===== src/hw/rtl/tsrb_pkg.sv =====
package tsrb_pkg;

	localparam int ROW_W        = 11;
	localparam int HGT_W        = 12;
	localparam int DEC_W        = 7;
	localparam int PIX_W        = 8;
	localparam int CFG_IDX_W    = 2;
	localparam int CFG_DATA_W   = 12;
	localparam int IMAGE_HEIGHT = 2048;
	localparam int TANH_DEPTH   = 256;
	localparam int Q            = 16;

	localparam int IDX_W  = $clog2(TANH_DEPTH + 1);
	localparam int TV_W   = Q + 1;
	localparam int RCP_W  = Q + 1;
	localparam int U_W    = HGT_W + 2;
	localparam int V_W    = U_W + RCP_W + 1;
	localparam int MAG_W  = Q + 2;
	localparam int T_W    = Q + 3;
	localparam int ALPHA_W = Q;
	localparam int NCH    = 3;
	localparam int QUEUE_DEPTH = 4;
	localparam int QA_W   = $clog2(QUEUE_DEPTH);
	localparam int QC_W   = $clog2(QUEUE_DEPTH + 1);

	localparam logic [HGT_W-1:0] BAND_HEIGHT_RST = HGT_W'(20);
	localparam logic [DEC_W-1:0] DECAY_RST       = DEC_W'(6);

	localparam logic [63:0] TANH_STEP = ((64'd8 << 24) + (TANH_DEPTH >> 1)) / TANH_DEPTH;

	typedef enum logic [CFG_IDX_W-1:0] {
		REG_BAND_TOP    = 2'd0,
		REG_BAND_HEIGHT = 2'd1,
		REG_DECAY       = 2'd2
	} cfg_reg_t;

	typedef logic [NCH-1:0][PIX_W-1:0] pix_t;

	typedef struct packed {
		logic [1:0]            sign;
		logic [1:0]            sat;
		logic [1:0][MAG_W-1:0] mag;
		pix_t                  sharp;
		pix_t                  blur;
	} item_t;

	typedef struct packed {
		logic empty;
		logic almost_full;
	} q_status_t;

	typedef logic [TANH_DEPTH:0][TV_W-1:0] tanh_rom_t;
	typedef logic [(1 << DEC_W)-1:0][RCP_W-1:0] recip_rom_t;

	function automatic logic [63:0] const_div(logic [63:0] num, logic [63:0] den);
		logic [63:0] quo;
		logic [63:0] rem;
		int          i;
		quo = '0;
		rem = '0;
		for (i = 63; i >= 0; i--) begin
			rem = {rem[62:0], num[i]};
			quo = quo << 1;
			if (rem >= den) begin
				rem    = rem - den;
				quo[0] = 1'b1;
			end
		end
		return quo;
	endfunction

	function automatic tanh_rom_t build_tanh_rom();
		tanh_rom_t   rom;
		logic [63:0] s;
		logic [63:0] term;
		logic [63:0] e;
		logic [63:0] p;
		logic [63:0] one;
		int          n;
		int          k;
		one  = 64'd1 << 24;
		s    = TANH_STEP;
		term = one;
		e    = one;
		p    = one;
		for (n = 1; n < 40 && term != 0; n++) begin
			term = const_div((term * s) >> 24, 64'(n));
			e    = e + term;
		end
		rom[0] = '0;
		for (k = 1; k <= TANH_DEPTH; k++) begin
			p      = (p * e + (one >> 1)) >> 24;
			rom[k] = TV_W'(const_div(((p - one) << 16) + ((p + one) >> 1), p + one));
		end
		return rom;
	endfunction

	function automatic recip_rom_t build_recip_rom();
		recip_rom_t rom;
		int         i;
		int         dc;
		for (i = 0; i < (1 << DEC_W); i++) begin
			dc     = (i == 0) ? 1 : i;
			rom[i] = RCP_W'(const_div(64'(65536 + (dc >> 1)), 64'(dc)));
		end
		return rom;
	endfunction

	localparam tanh_rom_t  TANH_ROM  = build_tanh_rom();
	localparam recip_rom_t RECIP_ROM = build_recip_rom();

endpackage


===== src/hw/rtl/tsrb_queue.sv =====
module tsrb_queue (
	input  logic                 clk,
	input  logic                 arst_n,
	input  logic                 push,
	input  tsrb_pkg::item_t      push_item,
	input  logic                 pop,
	output tsrb_pkg::item_t      head,
	output tsrb_pkg::q_status_t  status
);
	import tsrb_pkg::*;

	item_t            slot_q [QUEUE_DEPTH];
	logic [QA_W-1:0]  wr_ptr_q;
	logic [QA_W-1:0]  rd_ptr_q;
	logic [QC_W-1:0]  count_q;
	logic             do_pop;

	assign do_pop = pop && (count_q != '0);

	always_ff @(posedge clk or negedge arst_n) begin
		if (!arst_n) begin
			wr_ptr_q <= '0;
			rd_ptr_q <= '0;
			count_q  <= '0;
		end else begin
			if (push) begin
				wr_ptr_q <= wr_ptr_q + 1'b1;
			end
			if (do_pop) begin
				rd_ptr_q <= rd_ptr_q + 1'b1;
			end
			case ({push, do_pop})
				2'b10:   count_q <= count_q + 1'b1;
				2'b01:   count_q <= count_q - 1'b1;
				default: count_q <= count_q;
			endcase
		end
	end

	always_ff @(posedge clk) begin
		if (push) begin
			slot_q[wr_ptr_q] <= push_item;
		end
	end

	assign head               = slot_q[rd_ptr_q];
	assign status.empty       = (count_q == '0);
	assign status.almost_full = (count_q >= QC_W'(QUEUE_DEPTH - 2));

endmodule


===== config.mk =====
export PLATFORM = sky130hd
export DESIGN_NAME = tsrb_queue
export DESIGN_NICKNAME = d
export VERILOG_FILES = /design/src/hw/rtl/tsrb_pkg.sv /design/src/hw/rtl/tsrb_queue.sv
export SDC_FILE = /design/constraint.sdc
export NUM_CORES = 1
export LEC_CHECK = 0
export ABC_AREA = 1
export CORE_ASPECT_RATIO = 0.7
export CORE_MARGIN = 2
export CORE_UTILIZATION = 60
export DETAILED_ROUTE_END_ITERATION = 7
export DONT_BUFFER_PORTS = 1
export PLACE_DENSITY = 0.76
export SYNTH_ARGS = -nofsm -noshare
export SYNTH_HDL_FRONTEND = slang
export SYNTH_SLANG_ARGS = --single-unit

===== constraint.sdc =====
create_clock -name clk -period 3.55 [get_ports clk]
set_clock_uncertainty 0.15 [all_clocks]
set_input_delay 0.5325 -clock clk [delete_from_list [all_inputs] [get_ports clk]]
set_output_delay 0.5325 -clock clk [all_outputs]
set_load 0.01 [all_outputs]

After elaboration in Yosys (flattened, before gate mapping)
Memories as Yosys holds them, arrays and structs flattened.
Index checks and enable logic that the tools add are counted.
{"block": "word_totals", "regBits": 7, "latchBits": 0, "ramBits": 352, "romBits": 0, "output_inout_bits": 90, "wordCells": 18, "n_memories": 1}
{"name": "slot_q", "depth": 4, "word_bits": 88, "rd": 1, "rd_clocked_by_memory_dff": 0, "wr": 1, "line_no": "tsrb_queue.sv:12", "source": "item_t slot_q [QUEUE_DEPTH];"}
{"block": "op_classes", "addsub": 4, "mul": 0, "div": 0, "magnitude_cmp": 1, "n_eq_ne": 2, "shift": 0, "n_mux": 3, "n_bitwise": 0, "n_reduce_logical": 4}
{"operator": "3-bit one-hot mux with 2 select lines", "count": 1}
{"operator": "2-bit by 1-bit adder with 2-bit output (second input constant)", "count": 2}
{"operator": "3-bit by 1-bit adder with 3-bit output (second input constant)", "count": 1}
{"operator": "3-bit by 2-bit greater-or-equal comparator with 1-bit output (second input constant)", "count": 1}
{"operator": "3-bit zero test", "count": 1}
{"operator": "3-bit nonzero test", "count": 1}
{"operator": "3-bit by 1-bit subtractor with 3-bit output (second input constant)", "count": 1}
{"operator": "2-bit by 1-bit equality test with 1-bit output (second input constant)", "count": 1}
{"operator": "2-bit equality test (second input constant)", "count": 1}
{"operator": "1-bit 2-to-1 mux", "count": 2}
{"operator": "2-bit nonzero test", "count": 1}
{"operator": "1-bit logical AND", "count": 1}

Logic depth before layout (Yosys ltp)
Gate-level depths: netlist of the first run.
{"block": "depth", "depth_word": 4, "depth_mapped": 12, "depth_no_buf": 12}

Least setup slack after synthesis of the first run
No wires, ideal clock.
{"block": "synth_timing", "kind": "input-to-reg", "from": "input port push", "to": "memory slot_q[0][0] in the netlist's numbering, enable pin", "arrival_ns": 2.549, "required_time_ns": 2.958, "setup_slack_ns": 0.409, "path_stages": 3, "path_cell_list": "clkbuf_1 -> nand2_1 -> inv_1"}
{"block": "synth_via", "elab_chain_cells": 2}
{"element": "start: declaration", "line_no": "tsrb_queue.sv:4", "source": "input logic push,"}
{"element": "1-bit 2-to-1 mux", "line_no": "tsrb_queue.sv:41", "source": "if (push) begin"}
{"element": "1-bit 2-to-1 mux (not written as such)", "line_no": "tsrb_queue.sv:42", "source": "slot_q[wr_ptr_q] <= push_item;"}
{"element": "end: declaration", "line_no": "tsrb_queue.sv:12"}
No other way between the ends.

==> run metrics, run 1 <==
status finished clean; sequential-to-total area share from yosys stat between 70 and 80%; maximum achievable frequency about 350 MHz; All-Layer GR Usage 21.66%; Synth Warn # 0; Hold WS around 0.026 ns; hpwl dp 15,950 um; TritonCTS Buffers 34; largest net degree at the start of global routing 91; die area around 0.026 mm2; CTS H-Tree Depth 2; Leak ~6.7 nW; most frequent cell on the critical path nand2_1; Fill cells 1,593; Worst R2R Path Depth 5; via count around 8k; initial antenna violation count 1; Worst VDD drop between 0.6 and 0.7 mV; Hold WC Path Type in2reg; Final Setup Violations 0; RSZ-0062 raised after global routing false; Sw Ratio 35.53%; CTS max path bufs 3; vias per inst roughly 5.4; CTS tree done; first-pass GRT wire length approximately 43,000 um; Initial Utilization around three fifths; Core Box Area 0.02450 mm2; Logic pwr share about a third; row count 48; Max Slew Vio Count 0; power per cell area 789.4 mW/mm2; Syn Area/Cell 13.69 um2; worst setup path class reg2out; post-synthesis to final-layout area growth 15.07%; number of distinct library cells after synthesis 19; postcts setup bufs 0; critical path launch point type flip-flop; clock sinks 359; relative slew slack between 50 and 60%; PortBufs 0; grt total ovfl 0; nets between 1k and 1.5k; Net Sw Power about 4.8 mW; Final min period between 2 and 3 ns; post-synthesis instance total 1,085; # IOs roughly 180; Tcrit/Tclk final 80.96%; maxcap violations 0; GP Congestion 0.7312; First-pass DRT Iterations 5; sequential share of power ~43%; routed wire length around 28,000 um; share of post-route cells with drive strength above 1 13.60%; die width 192.0 um; commonest non-fill, non-tap cells in the layout edfxtp_1 (352), nand2_1 (283), inv_1 (187), o211ai_2 (99), dlygate4sd3_1 (90); Worst-Skew Late Latency between 0.4 and 0.5 ns; slew of the pin with the lowest slew margin 0.6929 ns; Crit-path slowest cell dfrtp_1; Mapped Area between 0.01 and 0.015 mm2; vias in the first global route slightly below 8k; commonest non-fill, non-tap cell in the layout edfxtp_1; cell chain of the critical path inv_8 -> buf_4 -> nand2_1 -> o211ai_1 -> nand2_1; crit path DAT approximately 2.2 ns; Routed WL per cell between 15 and 20 um; Synth Register Bits 359; Post-CTS Resized 0; Final ANT Viol Nets 0; crit path max fanout between 70 and 80; Clock transition at path regs around 0.060 ns; CP max stage delay 0.47 ns; WHS Path Cells 2; detailed-route DRC error count 0; internal power approximately 8.7 mW; Finished Core Util a little over two thirds; proportion of power drawn by the clock network around 25%; Die Span Y 135.6 um; Crit. End Element output port; setup_tns 0 ns; Initial DRC Count 572; worst path required time 2.87 ns; Clock Root Buffer clkbuf_16; r2r setup slk 1.39 ns; Final Hold Viols 0; Syn Nets ~1.2k
==> what timing repair did <==
action	4_1_cts	5_1_grt
endpoints found under the hold margin	361	0
hold buffers	90	0
endpoints found under the setup margin	0	0
==> per-stage QoR <==
step / cell area, um2 / setup slack [ns] / instances / power, mW
final: 17090 / 0.6759 / 1517 / 13.49
after global routing: 17090 / 0.5056 / 1517 / 14.23
after CTS: 17090 / 0.6645 / 1516 / 13.62
after detailed placement: 15150 / 1.208 / 1367 / 10.09
after global placement: 15150 / 1.294 / 1367 / 9.972
after floorplan: 14850 / 0.4090 / 1085 / 9.216
==> state kept, by name (all words and copies together) (netlist names) <==
| name | count |
|---|---|
| wr_ptr_q | 2 |
| slot_q | 352 |
| count_q | 3 |
| rd_ptr_q | 2 |
==> cells in the mapped netlist <==
library cell  number  share of area, %
buf_2             29              0.98
buf_4              2              0.10
buf_6             13              0.99
clkbuf_1          15              0.38
dfrtp_1            7               1.2
edfxtp_1         352                71
fa_1               1              0.13
ha_1               5              0.42
inv_1            191               4.8
inv_2              1             0.025
inv_4              1             0.042
nand2_1          283               7.2
nand3_1            4              0.13
nand4_1            1             0.042
o211ai_1          77               3.9
o211ai_2          99               8.3
o21ai_0            2             0.067
xnor2_1            1             0.059
xor2_1             1             0.059
==> final timing paths <==
check,from,to
setup reg to reg,wr_ptr_q[0],slot_q[0][41]
min in group asynchronous,arst_n,count_q[2]
hold / removal,pop,rd_ptr_q[1]
hold reg to reg,count_q[2],count_q[2]
max in group asynchronous,arst_n,rd_ptr_q[1]
setup / recovery,rd_ptr_q[0],head[30]
==> critical path: cells and delay by family, from the launching register on <==
kind,cells,cell delay [ns]
AO/OA/AOI/OAI,1,0.11
buffers and inverters,2,0.82
flip-flops,1,0.47
AND/OR/NAND/NOR,2,0.25
==> metal layers <==
layer | GRT usage (%) | vias up | part of all wire (%)
li1 | - | 3937 | -
met3 | 6.682 | 33 | 8.0
met2 | 34.30 | 205 | 47
met1 | 29.92 | 3942 | 44
met4 | 4.835 | 0 | 1.3
met5 | 0 | - | 0
==> layout make-up <==
cell class	instances	area, um2	area share [%]
Multi-Input combinational cell	474	3015	17.65
Clock inverter	13	77.57	0.4539
Timing Repair Buffer	106	1134	6.633
Inverter	193	744.5	4.356
Sequential cell	359	10750	62.90
Clock buffer	46	959.7	5.616
Tap cell	325	406.6	2.380
Antenna cell	1	2.502	0.01464
==> power groups by stage <==
stage / logic (mW) / clock network [mW] / registers, mW
2_1_floorplan: 3.37 / 0 / 5.85
3_3_place_gp: 4.15 / 0 / 5.82
3_5_place_dp: 4.23 / 0 / 5.86
4_1_cts: 4.38 / 3.48 / 5.77
5_1_grt: 4.77 / 3.64 / 5.83
6_report: 4.33 / 3.40 / 5.77
==> cells by family (layout without fill, tap and decap cells) <==
kind of cell | after synthesis | count (layout) | synth area share, %
buf+inv | 252 | 358 | 7.338
simple gates | 288 | 288 | 7.330
other cells | 0 | 1 | 0
fa+ha+maj | 6 | 6 | 0.5561
compound gates | 178 | 178 | 12.30
xor+xnor | 2 | 2 | 0.1180
flops | 359 | 359 | 72.36
Note: power is estimated with default switching activity, not from simulation.
==> run 2, diff against run 1 <==
==> constraint.sdc (replaced) <==
create_clock -name clk -period 2.85 [get_ports clk]
set_clock_uncertainty 0.15 [all_clocks]
set_input_delay 0.4275 -clock clk [delete_from_list [all_inputs] [get_ports clk]]
set_output_delay 0.4275 -clock clk [all_outputs]
set_load 0.01 [all_outputs]
==> run metrics, run 2 (synthesized netlist as in run 1, its figures left out) <==
CP Launch Point rd_ptr_q[0] (unchanged); die width 192.0 um (unchanged); die area 0.02605 mm2 (unchanged); TritonCTS Buffers 35 (was 34); initial antenna violation count 3 (was 1); nets 1,277 (was 1,266); CP top delay family buffers and inverters (unchanged); Biggest register slot_q (unchanged); worst path required time 2.27 ns (was 2.87 ns); first-pass GRT wire length 44,430 um (was 43,440 um); row count 48 (unchanged); Placed Area 0.01530 mm2 (was 0.01515 mm2); Crit. End Element output port (unchanged); worst setup path class reg2out (unchanged); Final WS setup 0.1940 ns (was 0.6759 ns); Levels on crit path 5 (unchanged); Core Box Area 0.02450 mm2 (unchanged); Final min period roughly 2.7 ns; RSZ-0062 raised after global routing false (unchanged); vias in the first global route 8,094 (was 7,791); setup_tns 0 ns (unchanged); maximum achievable frequency between 300 and 400 MHz; CTS tree done (unchanged); critical path launch point type flip-flop (unchanged); Worst VDD drop 0.8945 mV (was 0.6065 mV); crit path max fanout 69 (was 72); Leak 6.771 nW (was 6.670 nW); most frequent cell on the critical path nand2_1 (unchanged); Largest register FFs 352 (unchanged); First-pass DRT Iterations 5 (unchanged); PortBufs 0 (unchanged); Final Hold Viols 0 (unchanged); commonest non-fill, non-tap cells in the layout edfxtp_1 (352), nand2_1 (283), inv_1 (187), o211ai_2 (99), dlygate4sd3_1 (91) (was edfxtp_1 (352), nand2_1 (283), inv_1 (187), o211ai_2 (99), dlygate4sd3_1 (90)); power per cell area 999.0 mW/mm2 (was 789.4 mW/mm2); slew of the pin with the lowest slew margin 0.7287 ns (was 0.6929 ns); via count 8,235 (was 8,117); cell chain of the critical path inv_8 -> buf_12 -> nand2_1 -> o211ai_1 -> nand2_1 (was inv_8 -> buf_4 -> nand2_1 -> o211ai_1 -> nand2_1); post-synthesis to final-layout area growth 16.79% (was 15.07%); commonest non-fill, non-tap cell in the layout edfxtp_1 (unchanged); status finished clean (unchanged); cts hold-fix bufs 91 (was 90); CTS max path bufs 3 (unchanged); maxcap violations 0 (unchanged); dpl cells 1,376 (was 1,367); pre-CTS WS 0.5833 ns (was 1.208 ns); Max Slew Vio Count 0 (unchanged); Finished Cell Area 0.01734 mm2 (was 0.01709 mm2); worst r2r src wr_ptr_q[0] (unchanged); postcts setup bufs 0 (unchanged); Worst R2R Path Depth 5 (unchanged); Clock transition at path regs 0.06 ns (about the same); CP max stage delay 0.45 ns (was 0.47 ns); detailed-route DRC error count 0 (unchanged); Fill cells 1,604 (was 1,593); final cell count without fillers 1,532 (was 1,517); crit path DAT 2.08 ns (was 2.19 ns); hpwl dp 16,680 um (was 15,950 um); Clock Root Buffer clkbuf_16 (unchanged); Pwr Total 17.33 mW (was 13.49 mW); Initial DRC Count 563 (was 572); Die Span Y 135.6 um (unchanged); routed wire length 28,720 um (was 28,210 um); Crit-path slowest cell dfrtp_1 (unchanged); Tcrit/Tclk final between 90% and 100%; relative slew slack 51.32% (was 53.80%); grt total ovfl 0 (unchanged); worst path bufs/invs 2 (unchanged); Hold WC Path Type in2async (was in2reg); largest registers slot_q: 352 flops, count_q: 3 flops (unchanged); All-Layer GR Usage 22.35% (was 21.66%); GP Congestion 0.7131 (was 0.7312); # IOs 182 (unchanged); largest net degree at the start of global routing 91 (unchanged); Final Setup Violations 0 (unchanged); Worst-Skew Late Latency 0.49 ns (about the same); Routed WL per cell 18.75 um (was 18.60 um); Post-CTS Resized 0 (unchanged); Initial Utilization 60.61% (unchanged); CTS H-Tree Depth 2 (unchanged); vias per inst 5.375 (was 5.351); clock sinks 359 (unchanged); Final ANT Viol Nets 0 (unchanged); share of post-route cells with drive strength above 1 15.45% (was 13.60%)
run 2: cell count changes in the layout (fill, tap and decap cells not counted):
| cell | before | now |
|---|---|---|
| dlygate4sd3_1 | 90 | 91 |
| buf_4 | 7 | 10 |
| diode_2 | 1 | 3 |
| buf_12 | 9 | 15 |
| clkinv_1 | 10 | 2 |
| clkinvlp_4 | 0 | 6 |
| inv_6 | 0 | 1 |
| inv_4 | 5 | 1 |
| clkbuf_1 | 9 | 5 |
| bufinv_16 | 1 | 3 |
| clkinv_2 | 2 | 11 |
| clkinv_4 | 0 | 1 |
run 2: path summary, 6_finish.rpt:
kind / to / slack, ns
max in group asynchronous: rd_ptr_q[1] / 2.14
max reg2reg: slot_q[0][51] / 0.62
min in group clk: count_q[0] / 0.14
min reg2reg: count_q[0] / 0.33
max: head[23] / 0.19
min: count_q[0] / 0.12
run 2: worst reg2reg max path: cells and delay by family, from the launching register on:
| kind | cells | cell delay [ns] |
|---|---|---|
| flops | 1 | 0.41 |
| buf+inv | 3 | 1.11 |
| fa+ha+maj | 1 | 0.20 |
| simple gates | 1 | 0.10 |
run 2: cell type report:
cell class | instances | area, um2 | share of cell area (%)
Clock inverter | 20 | 185.2 | 1.068
Clock buffer | 42 | 944.7 | 5.447
Timing Repair Buffer | 116 | 1286 | 7.416
Multi-Input combinational cell | 474 | 3015 | 17.39
Antenna cell | 3 | 7.507 | 0.04328
Sequential cell | 359 | 10750 | 61.98
Tap cell | 325 | 406.6 | 2.345
Inverter | 193 | 749.5 | 4.321
run 2: routing by layer:
metal | routed length [um] | GRT usage, % | up-vias
met5 | 0 | 0 | -
met4 | 466 | 5.131 | 0
met1 | 12140 | 30.69 | 3978
met3 | 2506 | 6.294 | 47
met2 | 13610 | 35.98 | 243
li1 | - | - | 3967
run 2: stage by stage:
step / utilization [%] / hold slack [ns]
after floorplan: - / -0.01809
after global placement: 62.42 / -0.01791
after detailed placement: 62.42 / -0.01788
after CTS: 70.75 / 0.1168
after global routing: 70.77 / 0.1339
final: 70.78 / 0.1207
run 2: report_power, final:
| part | switching [mW] | internal (mW) |
|---|---|---|
| registers | 0.277 | 6.91 |
| clock network | 1.89 | 2.65 |
| logic | 3.96 | 1.64 |
| total | 6.13 | 11.2 |
